### src/rcs_pkg.sv
package rcs_pkg;

  localparam int unsigned MemBytesDef = 65536;

  localparam logic [1:0] CMD_WRMEM = 2'd0;
  localparam logic [1:0] CMD_STEP  = 2'd1;
  localparam logic [1:0] CMD_RDMEM = 2'd2;
  localparam logic [1:0] CMD_RDREG = 2'd3;

  localparam logic [2:0] ST_OK   = 3'd0;
  localparam logic [2:0] ST_HALT = 3'd1;
  localparam logic [2:0] ST_SKIP = 3'd2;
  localparam logic [2:0] ST_IDLE = 3'd3;
  localparam logic [2:0] ST_DONE = 3'd4;

  localparam logic [6:0] OP_LOAD   = 7'h03;
  localparam logic [6:0] OP_IMM    = 7'h13;
  localparam logic [6:0] OP_AUIPC  = 7'h17;
  localparam logic [6:0] OP_STORE  = 7'h23;
  localparam logic [6:0] OP_OP     = 7'h33;
  localparam logic [6:0] OP_LUI    = 7'h37;
  localparam logic [6:0] OP_BRANCH = 7'h63;
  localparam logic [6:0] OP_JALR   = 7'h67;
  localparam logic [6:0] OP_JAL    = 7'h6F;
  localparam logic [6:0] F7_ALT    = 7'h20;
  localparam logic [31:0] UIMM_MASK = 32'hFFFFF000;

  typedef struct packed {
    logic [1:0]  opcode;
    logic [31:0] address;
    logic [31:0] write_data;
    logic [4:0]  reg_index;
  } rcs_in_t;

  typedef struct packed {
    logic [31:0] pc_value;
    logic        stopped;
    logic [31:0] read_data;
    logic [2:0]  status;
  } rcs_out_t;

  typedef enum logic [1:0] {MOP_NONE, MOP_RD, MOP_WR} rcs_mop_e;
  typedef enum logic [1:0] {SRC_CMD, SRC_PC, SRC_LS} rcs_src_e;
  typedef enum logic [1:0] {FIN_CMD, FIN_IDLE, FIN_EXEC} rcs_fin_e;

  typedef struct packed {
    logic     clr;
    logic     latch;
    logic     eng_start;
    rcs_src_e src;
    rcs_mop_e mop;
    logic     rf_rd;
    logic     rf_sel_ir;
    logic     ld_ir;
    logic     commit;
    logic     finish;
    rcs_fin_e fin;
  } rcs_cmd_t;

  typedef struct packed {
    logic clr_last;
    logic eng_last;
    logic halted;
    logic mem_load;
    logic mem_store;
  } rcs_sts_t;

endpackage

### src/rcs_ctrl.sv
module rcs_ctrl import rcs_pkg::*; (
  input  logic       clk_i,
  input  logic       rst_ni,
  input  logic       start,
  input  logic [1:0] opcode_i,
  input  rcs_sts_t   sts_i,
  output rcs_cmd_t   cmd_o,
  output logic       busy,
  output logic       done_o
);

  typedef enum logic [3:0] {
    S_CLEAR, S_IDLE, S_WR, S_RD, S_RREG, S_FETCH, S_DEC, S_EXEC, S_LD, S_LWB, S_ST
  } state_e;

  state_e   state_q, state_d;
  logic     done_q;
  rcs_cmd_t cmd;

  always_comb begin
    cmd     = '0;
    state_d = state_q;
    case (state_q)
      S_CLEAR: begin
        cmd.clr = 1'b1;
        if (sts_i.clr_last) state_d = S_IDLE;
      end
      S_IDLE: begin
        if (start) begin
          cmd.latch = 1'b1;
          case (opcode_i)
            CMD_WRMEM: begin
              cmd.eng_start = 1'b1;
              cmd.src       = SRC_CMD;
              state_d       = S_WR;
            end
            CMD_RDMEM: begin
              cmd.eng_start = 1'b1;
              cmd.src       = SRC_CMD;
              state_d       = S_RD;
            end
            CMD_RDREG: begin
              cmd.rf_rd = 1'b1;
              state_d   = S_RREG;
            end
            default: begin
              if (sts_i.halted) begin
                cmd.finish = 1'b1;
                cmd.fin    = FIN_IDLE;
              end else begin
                cmd.eng_start = 1'b1;
                cmd.src       = SRC_PC;
                state_d       = S_FETCH;
              end
            end
          endcase
        end
      end
      S_WR, S_RD: begin
        cmd.mop = (state_q == S_WR) ? MOP_WR : MOP_RD;
        if (sts_i.eng_last) begin
          cmd.finish = 1'b1;
          cmd.fin    = FIN_CMD;
          state_d    = S_IDLE;
        end
      end
      S_RREG: begin
        cmd.finish = 1'b1;
        cmd.fin    = FIN_CMD;
        state_d    = S_IDLE;
      end
      S_FETCH: begin
        cmd.mop = MOP_RD;
        if (sts_i.eng_last) state_d = S_DEC;
      end
      S_DEC: begin
        cmd.ld_ir     = 1'b1;
        cmd.rf_rd     = 1'b1;
        cmd.rf_sel_ir = 1'b1;
        state_d       = S_EXEC;
      end
      S_EXEC: begin
        if (sts_i.mem_load || sts_i.mem_store) begin
          cmd.eng_start = 1'b1;
          cmd.src       = SRC_LS;
          state_d       = sts_i.mem_load ? S_LD : S_ST;
        end else begin
          cmd.commit = 1'b1;
          cmd.finish = 1'b1;
          cmd.fin    = FIN_EXEC;
          state_d    = S_IDLE;
        end
      end
      S_LD: begin
        cmd.mop = MOP_RD;
        if (sts_i.eng_last) state_d = S_LWB;
      end
      S_LWB: begin
        cmd.commit = 1'b1;
        cmd.finish = 1'b1;
        cmd.fin    = FIN_EXEC;
        state_d    = S_IDLE;
      end
      S_ST: begin
        cmd.mop = MOP_WR;
        if (sts_i.eng_last) begin
          cmd.commit = 1'b1;
          cmd.finish = 1'b1;
          cmd.fin    = FIN_EXEC;
          state_d    = S_IDLE;
        end
      end
      default: state_d = S_IDLE;
    endcase
  end

  always_ff @(posedge clk_i or negedge rst_ni) begin
    if (!rst_ni) begin
      state_q <= S_CLEAR;
      done_q  <= 1'b0;
    end else begin
      state_q <= state_d;
      done_q  <= cmd.finish;
    end
  end

  assign cmd_o  = cmd;
  assign busy   = state_q != S_IDLE;
  assign done_o = done_q;

`ifndef SYNTH
  a_done_idle: assert property (@(posedge clk_i) disable iff (!rst_ni)
    done_q |-> state_q == S_IDLE) else $error("result strobe outside idle");
  a_no_done_clear: assert property (@(posedge clk_i) disable iff (!rst_ni)
    state_q == S_CLEAR |-> !done_q) else $error("result during clearing pass");
  a_busy_after: assert property (@(posedge clk_i) disable iff (!rst_ni)
    (state_q == S_IDLE && start && opcode_i != CMD_STEP) |=> busy)
    else $error("command not taken up");
  a_one_finish: assert property (@(posedge clk_i) disable iff (!rst_ni)
    done_q |-> !(cmd.commit && state_q != S_IDLE)) else $error("commit after finish");
`endif

endmodule

### config.mk
export PLATFORM = sky130hd
export DESIGN_NAME = rcs_ctrl
export DESIGN_NICKNAME = d
export VERILOG_FILES = /design/src/rcs_pkg.sv /design/src/rcs_ctrl.sv
export SDC_FILE = /design/constraint.sdc
export NUM_CORES = 1
export LEC_CHECK = 0
export ABC_AREA = 1
export BUFFER_PORTS_ARGS = -buffer_cell sky130_fd_sc_hd__clkbuf_2
export CAP_MARGIN = 10
export CORE_UTILIZATION = 46
export DETAILED_ROUTE_END_ITERATION = 6
export GPL_TIMING_DRIVEN = 0
export PLACE_DENSITY = 0.77
export SLEW_MARGIN = 40
export SYNTH_ARGS = -nofsm -noshare
export SYNTH_HDL_FRONTEND = slang
export SYNTH_SLANG_ARGS = --single-unit
### constraint.sdc
create_clock -name clk_i -period 1.8 [get_ports clk_i]
set_clock_uncertainty 0.05 [all_clocks]
set_input_delay 0.09 -clock clk_i [delete_from_list [all_inputs] [get_ports clk_i]]
set_output_delay 0.09 -clock clk_i [all_outputs]
set_load 0.02 [all_outputs]
## Word level (Yosys, flattened, before mapping)

Index checks and enable logic that the tools add are counted.

| storage, ports and cells | value |
|---|---|
| bits in registers | 5 |
| bits of input ports | 10 |
| output and inout port bits | 16 |
| word-level logic and storage cells | 61 |

| operators by class | value |
|---|---|
| eq/ne operators | 19 |
| muxes and demuxes | 31 |
| reductions and logical operators | 9 |

Operators with widths:

| cell | count |
|---|---|
| 4-bit 2-to-1 mux | 10 |
| 4-bit case mux with 7 select lines | 1 |
| 3-bit 2-to-1 mux | 6 |
| 3-bit case mux with 6 select lines | 1 |
| 4-bit by 3-bit equality test with 1-bit output (second input constant) | 4 |
| 4-bit equality test (second input constant) | 3 |
| 3-bit case mux with 2 select lines | 2 |
| 4-bit case mux with 3 select lines | 1 |
| 4-bit by 2-bit equality test with 1-bit output (second input constant) | 2 |
| 2-bit != test (second input constant) | 4 |
| 2-bit 2-to-1 mux | 3 |
| 2-bit case mux with 3 select lines | 1 |
| 6-bit AND reduction | 1 |
| 2-bit OR reduction | 3 |
| 3-bit OR reduction | 2 |
| 5-bit by 2-bit != test with 1-bit output (second input constant) | 1 |
| 2-bit equality test (second input constant) | 2 |
| 4-bit by 1-bit equality test with 1-bit output (second input constant) | 1 |
| 4-bit logical NOT | 1 |
| 1-bit 2-to-1 mux | 4 |
| 4-bit by 1-bit != test with 1-bit output (second input constant) | 1 |
| 1-bit case mux with 3 select lines | 1 |
| 2-bit logical NOT | 1 |
| 2-bit by 1-bit != test with 1-bit output (second input constant) | 1 |
| 2 further kinds | 2 |

## Logic depth before layout (Yosys ltp)

Gate-level depths: netlist (run 1).

| logic depth | value |
|---|---|
| depth in word-level cells | 5 |
| depth in mapped cells | 10 |
| gate-level depth less buffers | 10 |

## Least setup slack after synthesis (run 1)

Ideal clock, no wire load.

| timing | value |
|---|---|
| path kind | register to output |
| from | register state_q[1] |
| to | output port cmd_o[11] in the netlist's numbering |
| arrival time | 1.360 ns |
| data required time | 1.660 ns |
| slack | 0.300 ns |
| cell stages (with the launch flop) | 9 |
| buffers on the path | 1 |
| path through | dfrtp_1 buf_6 inv_2 nand2_2 nor2_4 inv_4 nor2_8 nand2_2 o21ai_1 |

RTL lines:

| what | line | RTL |
|---|---|---|
| start, declared | rcs_ctrl.sv:16 | `state_e state_q, state_d;` |
| start signal, assigned | rcs_ctrl.sv:122 | `state_q <= state_d;` |
| end, declared | rcs_ctrl.sv:7 | `output rcs_cmd_t cmd_o,` |

==> run summary, run 1 <==
The startpoint of the most critical hold path is sts_i[3]. Synthesis inferred 5 register bits. For this design the static power due to leakage is 0.566 nW.

The standard cell core area is 1190 um^2, and the final-report setup violation count is 0. After detailed placement, the total cell area comes to 773 um^2. In this run the remaining antenna-violating nets after routing total 0.

For this run, design rule violations remaining after detail routing come to 0. The tools report the register area as 125 um^2. The detailed placer's ending HPWL was 1.33 mm; the clock tree buffer depth was 2. Post-synthesis to final-layout area growth: 32.7%.

Entering global routing, the biggest net connects 9 pins. The share of synthesized flip-flops with an asynchronous set or reset was 100%. The post-synthesis sequential area ratio is 19.8%.

The boundary pin count came out at 26. By area the synthesized netlist is led by sky130_fd_sc_hd__dfrtp_1 (20%), sky130_fd_sc_hd__nand2_1 (19%), sky130_fd_sc_hd__inv_1 (8.3%). After detailed routing, the total wire length is 1.62 mm. Critical path start-end classification: reg2out.

The final instance area was 837 um^2. The most common cell in the synthesized netlist is sky130_fd_sc_hd__nand2_1. Yosys printed 0 warnings.

The most frequently used flop master after synthesis is sky130_fd_sc_hd__dfrtp_1. The tightest slew margin relative to the limit came out at 81.8%. The floorplan die width was 39.0 um; the count of different cell masters after synthesis was 21. The run gives 24 as the number of DRC markers in iteration 0. In this run the worst path has a maximum fanout of 8. The run gives 684 as the number of global-route vias before repair. Global routing consumed, over all layers together, 27.4% of the routing resources.

The floorplan step defined a die boundary enclosing 1520 um^2. The number of nets in the synthesized netlist is 119. The worst setup path is captured at an output port. The synthesized netlist occupies a cell area of 631 um^2. In the finished design, the share of the clock period the worst path needs comes to 95.3%. The max-slew violation total from the final report was 0.

Based on the critical path, the design can be clocked at up to 583 MHz. For the final total negative setup slack, the log shows 0 ns. Startpoint of the worst setup timing path: state_q[1]. For the worst setup path, the data required time is 1.66 ns. The tools report the largest voltage drop on the vdd net as 737 uV. After global routing the overflow that remains totals 0. 0 antenna diodes ended up in the layout.

For the number of cell rows, the log shows 12. The worst hold path belongs to the class in2reg. The multi-input combinational cells in the finished layout cover a total of 430 um^2. The commonest cells after synthesis are sky130_fd_sc_hd__nand2_1 (32), sky130_fd_sc_hd__inv_1 (14), sky130_fd_sc_hd__nor2_1 (14), sky130_fd_sc_hd__nand3_1 (9). Using the TritonRoute via totals, the vias-per-cell ratio works out to 5.09. The tools report the H-tree depth as 1. The run finished with clean final reports. After detailed routing, the average wire length per cell comes to 10.8 um.

The floorplan step set the die height to 39.0 um. The tools report the count of max-cap constraint violations as 0. The post-synthesis average cell area is 6.01 um^2, and the final count of hold timing violations is 0. The number of synthesized flops with an enable pin came out at 0.

Dividing total power by cell area gives a power density of 1390 nW/um^2. The final layout contains 151 nets. The tools report the number of fill cells in the layout as 121.

At the later pin of the worst-skew pair, clock insertion delay measures 0.26 ns. STA classifies the critical path startpoint as a flip-flop. The post-route minimum period was 1.72 ns; the top-area cell type share of the netlist area was 19.8%. The first detailed-routing pass ran for 4 iterations. CTS placed an instance of sky130_fd_sc_hd__clkbuf_4 at the clock tree root. The weighted congestion at the end of routability-driven global placement was 0.829. Setup repair after global routing left no endpoint under its margin. The synthesized design spends more area on one cell type than any other, namely sky130_fd_sc_hd__dfrtp_1.

The number of antenna violations at the first check in global routing is 0. At the pin with the least slew margin, the transition time is 0.272 ns. Once the floorplan was initialized, standard cells occupied 53.2% of the core. The wire length of the first global-routing pass was 2.77 mm. The clock sink total was 5; the clock slew at the register clock pins of the worst setup and hold paths was 0.06 ns. In this run the critical register-to-register path is launched from state_q[1]. Input and output buffers added on the ports amount to 25. The fraction of final layout cells with drive strength greater than 1 came out at 36.0%. STA puts the critical path data arrival time at 1.58 ns. TritonCTS built the clock tree. Synthesis produced a netlist whose cell count is 105.

For the number of vias after detailed routing, the log shows 764. For the clock buffer count from CTS, the log shows 3.
-- worst paths after layout --
kind,end,slack (ns),depth (start not counted)
worst max-delay path,cmd_o[2],0.08,7
worst min-delay path,state_q[2],0.11,4
worst max register to register,state_q[1],0.36,9
worst min register to register,state_q[3],0.55,2
max in group asynchronous,state_q[0],1.42,2
min in group asynchronous,state_q[1],0.12,2
-- worst max-delay path, stage by stage, from the launching register on --
cell and delay, ns:
sky130_fd_sc_hd__dfrtp_1 0.38, sky130_fd_sc_hd__buf_6 0.14, sky130_fd_sc_hd__nand2_1 0.13, sky130_fd_sc_hd__inv_2 0.05, sky130_fd_sc_hd__nand3_1 0.11, sky130_fd_sc_hd__and3_1 0.22, sky130_fd_sc_hd__nand3_2 0.10, sky130_fd_sc_hd__buf_4 0.17
-- metal layers --
layer | track usage (%) | share of wire, % | vias up
li1 | - | - | 382
met3 | 6.36 | 8.1 | 4
met1 | 33.7 | 41 | 339
met2 | 42.9 | 49 | 39
met4 | 15.5 | 1.2 | 0
met5 | 0 | 0 | -
-- where the power goes --
group / switching, W / internal (W) / leakage [nW] / total [W]
combinational: 0.000544 / 0.000278 / 0.486 / 0.000822
clock: 0.0000619 / 0.0000848 / 0.0150 / 0.000147
sequential: 0.0000417 / 0.000154 / 0.0652 / 0.000195
-- metrics by stage --
stage          utilization (%)  cells  power (W)  worst slack (ns)  hold slack (ns)
2_1_floorplan                -    105   0.000774             0.300           -0.256
3_3_place_gp              65.2    144   0.000950             0.284           -0.144
3_5_place_dp              65.2    144   0.000969             0.228           -0.133
4_1_cts                   68.9    150    0.00114            0.0369            0.106
5_1_grt                   70.6    150    0.00126           0.00355            0.142
6_report                  70.6    150    0.00116            0.0841            0.115
-- sequential cells by signal, summed over array words and instances, names as in the netlist --
name,count
done_o,1
state_q,4
-- repair_timing --
| action | CTS | global route |
|---|---|---|
| pin swaps | 1 | 0 |
| resized for setup | 0 | 8 |
| endpoints found under the hold margin | 5 | 0 |
| hold buffers | 1 | 0 |
| setup buffers | 1 | 0 |
| endpoints found under the setup margin | 1 | 3 |
-- cells in the final DEF (no fill, tap or decap), types with 3 or more instances in the layout --
| master | Yosys | layout |
|---|---|---|
| sky130_fd_sc_hd__nor2_4 | 2 | 3 |
| sky130_fd_sc_hd__inv_2 | 4 | 5 |
| sky130_fd_sc_hd__clkbuf_2 | 0 | 24 |
| sky130_fd_sc_hd__nand3_1 | 9 | 7 |
| sky130_fd_sc_hd__buf_4 | 1 | 3 |
| sky130_fd_sc_hd__o21ai_1 | 2 | 3 |
| sky130_fd_sc_hd__ha_1 | 4 | 4 |
| sky130_fd_sc_hd__nand2_1 | 32 | 32 |
| sky130_fd_sc_hd__nor2_1 | 14 | 13 |
| sky130_fd_sc_hd__inv_1 | 14 | 13 |
| sky130_fd_sc_hd__dfrtp_1 | 5 | 5 |
| sky130_fd_sc_hd__clkbuf_4 | 0 | 3 |
| sky130_fd_sc_hd__nand2_2 | 5 | 5 |
-- cell type report --
type	count	share of cell area (%)
buffer	2	2.24
timing repair buffer	27	17.3
inverter	19	8.82
clock buffer	4	3.14
tap	14	2.09
sequential	5	14.9
multi-input combinational	79	51.4
-- cells by family (layout without fill, tap and decap cells) --
| logic type | count (synthesis) | count (layout) | synth area share (%) |
|---|---|---|---|
| AO/OA/AOI/OAI | 7 | 7 | 6.15 |
| adder cells (fa/ha/maj) | 4 | 4 | 7.94 |
| buffers and inverters | 21 | 52 | 14.7 |
| flip-flops | 5 | 5 | 19.8 |
| AND/OR/NAND/NOR | 68 | 68 | 51.4 |
Note: power is estimated with default switching activity, not from simulation.
==> run 2: changes to the inputs <==
--- a/config.mk
+++ b/config.mk
@@ -11,7 +11,7 @@
 export CORE_UTILIZATION = 46
 export DETAILED_ROUTE_END_ITERATION = 6
 export GPL_TIMING_DRIVEN = 0
-export PLACE_DENSITY = 0.77
+export PLACE_DENSITY = 0.84
 export SLEW_MARGIN = 40
 export SYNTH_ARGS = -nofsm -noshare
 export SYNTH_HDL_FRONTEND = slang
==> run 2 against run 1 <==
  * Critical path depth is 1 higher
  * Register-to-register slack better by 0.04 ns
  * Global-route usage is 4.3 points lower
  * First-iteration DRC count is 21% lower
  * Fmax is 1.3% higher
  * Combinational power is 0.7% lower
  * Wire length is 3.9% lower
  * Sequential cell count stayed put
  * Largest cell class unchanged
  * Largest power group unchanged
==> run summary, run 2 (synthesis gave the netlist of run 1 again) <==
The flow ran to the end, and the final reports show no timing, DRC or antenna violations. TritonCTS built the clock tree. The data arrival time of the worst path is 1.55 ns. The endpoint of the worst hold path was state_q[2].

The final-stage net count is 151. The length in cells of the worst reg-to-reg path came out at 8. The logs give 0 ns for the final total negative setup slack and 0.40 ns for the internal reg-to-reg setup slack. The H-tree depth was 1. The worst-path maximum fanout came out at 5. Critical path start-end classification: reg2out.

The post-route minimum period came out at 1.69 ns. The startpoint kind of the worst setup timing path was a flip-flop. The routed layout has 729 vias.

Once the floorplan was initialized, standard cells occupied 53.2% of the core. The floorplan has 12 rows. For the count of max-cap constraint violations, the log shows 0. The logs give 9 for the pin count of the biggest net entering global routing and 0.000522 W for the cell internal power dissipation. The floorplan step defined a die boundary enclosing 1520 um^2. The logs give 591 MHz for the maximum operating frequency and 0.00114 W for the total power consumption of the routed design. On the critical path, the stage with the largest delay is an instance of sky130_fd_sc_hd__dfrtp_1.

In the finished design, the share of the clock period the worst path needs comes to 94.1%. The number of remaining DRC errors was 0; the max-slew violation total from the final report was 0. Cell repeated most along the worst path: sky130_fd_sc_hd__nand2_2. The first global-routing pass estimated 2.35 mm of wire.

The clock tree buffer depth came out at 2. The clock network is responsible for 11.2% of the overall power. The die is 39.0 um wide. The insertion delay of the later-clocked pin in the worst-skew pair is 0.24 ns. Of the total power, combinational logic draws 71.6%. For the pin with the worst max-slew slack, the measured transition is 0.302 ns. The detailed-route vias per instance works out to 4.86. The final-report setup violation count came out at 0. Standard cell core area: 1190 um^2. After detailed routing, the total wire length is 1.56 mm. For this design the top-level I/O count stands at 26.

The register with the most flip-flops in the layout has 4 of them. The logs give 432 um^2 for the area of combinational cells with multiple inputs and 951 uV for the largest voltage drop on the vdd net. Summed over all layers, the global routing overflow is 0. The tools report the weighted congestion at the end of routability-driven global placement as 0.842. Global routing used 23.0% of the available tracks. For the clock sink total, the log shows 5. In the final layout, the share of cells above drive strength 1 is 37.5%.

After legalization and detailed placement, the total HPWL measured 1.25 mm. The leakage power total is 0.569 nW, and the number of port buffers is 25. Headroom to the max-slew limit came out at 79.8%. The signal on the critical path passes through inv_2 -> nand2_2 -> nor2_4 -> inv_4 -> nor2_8 -> nand2_2 -> nor2_1 -> clkbuf_2. The final count of hold timing violations is 0. Compared with the post-synthesis result, the final layout area differs by 33.9%.

The first TritonRoute pass finished after 4 iterations. Leaving out fill and tap cells, the most frequent cells in the layout are sky130_fd_sc_hd__nand2_1 (31), sky130_fd_sc_hd__clkbuf_2 (23), sky130_fd_sc_hd__nor2_1 (13), sky130_fd_sc_hd__inv_1 (13), sky130_fd_sc_hd__nand3_1 (7). For this design the ratio of total power to cell area is 1350 nW/um^2. For this design the total switching power over the nets is 0.000618 W.

The clock buffer count from CTS is 3, and the number of antenna violations at the first check in global routing is 0. After detailed routing, the average wire length per cell comes to 10.4 um. Critical register-to-register path startpoint: state_q[3]. The kind of path behind the tightest hold check is in2reg.

Clock-pin slew was measured on the worst setup and hold paths at 0.04 ns. The register area came out at 125 um^2. Commonest non-fill, non-tap cell in the layout: sky130_fd_sc_hd__nand2_1. The startpoint identified for the worst hold timing path is sts_i[3].

The tree is rooted in a sky130_fd_sc_hd__clkbuf_4. From bottom edge to top edge, the die measures 39.0 um. The proportion of power drawn by flip-flops and latches came out at 17.2%. Largest register by flop count: state_q.

For the number of antenna repair diodes, the log shows 0. The logs give 107 for the number of fill cells in the layout and 1.66 ns for the required time of the critical path. The worst hold path cell count is 4. The tools report the endpoint type of the worst setup path as an output port.

The count of nets left with antenna violations once routing finished came out at 0. The run gives 602 as the number of global-route vias before repair. The largest stage delay on the critical path works out to 0.42 ns.

The switching power share of the total was 54.2%. The worst register-to-register path ends at state_q[0]. Setup repair after global routing left no endpoint under its margin. The tools report the number of DRC markers in iteration 0 as 19.
-- run 2: cell types whose count changed in the layout (fill, tap and decap cells not counted), sizes merged --
| cell | before | now |
|---|---|---|
| buf | 4 | 5 |
| clkbuf | 28 | 27 |
-- run 2: worst max-delay path: cells and delay by family, from the launching register on --
| family | cells | cell delay (ns) |
|---|---|---|
| buf+inv | 3 | 0.35 |
| flops | 1 | 0.42 |
| simple gates | 5 | 0.55 |
-- run 2: power by group through the flow --
| stage | sequential [W] | combinational [W] | clock [W] |
|---|---|---|---|
| after floorplan | 0.000199 | 0.000575 | 0 |
| after global placement | 0.000193 | 0.000750 | 0 |
| after detailed placement | 0.000194 | 0.000764 | 0 |
| after CTS | 0.000192 | 0.000768 | 0.000134 |
| after global routing | 0.000201 | 0.000898 | 0.000139 |
| final | 0.000196 | 0.000816 | 0.000128 |
-- run 2: area by class of cell --
| type | count | share of cell area, % |
|---|---|---|
| tap | 14 | 2.07 |
| clock buffer | 4 | 3.11 |
| buffer | 2 | 2.22 |
| multi-input combinational | 79 | 51.1 |
| inverter | 19 | 8.74 |
| timing repair buffer | 27 | 17.9 |
| sequential | 5 | 14.8 |
-- run 2: worst max-delay path by stage --
stage,start,to,slack [ns],depth (start not counted)
floorplan,state_q[1],cmd_o[11],0.30,8
global placement,state_q[1],cmd_o[2],0.29,9
global route,state_q[1],cmd_o[11],0.02,9
finish,state_q[2],cmd_o[9],0.11,8
CTS,state_q[1],cmd_o[2],0.006,9
detailed placement,state_q[1],cmd_o[2],0.28,9
-- run 2: what timing repair did --
| action | CTS | global route |
|---|---|---|
| setup buffers | 0 | 1 |
| hold endpoints to repair | 5 | 0 |
| hold buffers | 1 | 0 |
| gates resized for setup | 0 | 11 |
| endpoints found under the setup margin | 0 | 3 |
-- run 2: through the flow --
| stage | area (um^2) | setup slack (ns) | util (%) | hold WS [ns] | std cells |
|---|---|---|---|---|---|
| detailed placement | 773 | 0.276 | 65.2 | -0.141 | 144 |
| finish | 845 | 0.107 | 71.2 | 0.136 | 150 |
| global route | 845 | 0.0181 | 71.2 | 0.140 | 150 |
| global placement | 773 | 0.285 | 65.2 | -0.145 | 144 |
| floorplan | 631 | 0.300 | - | -0.256 | 105 |
| CTS | 810 | 0.00643 | 68.2 | 0.115 | 149 |
-- run 2: routing by layer --
layer	GRT usage, %	wire, um	vias to the layer above
li1	-	-	380
met1	28.2	626	315
met2	40.4	804	34
met3	8.67	129	0
met4	0	0	0
met5	0	0	-
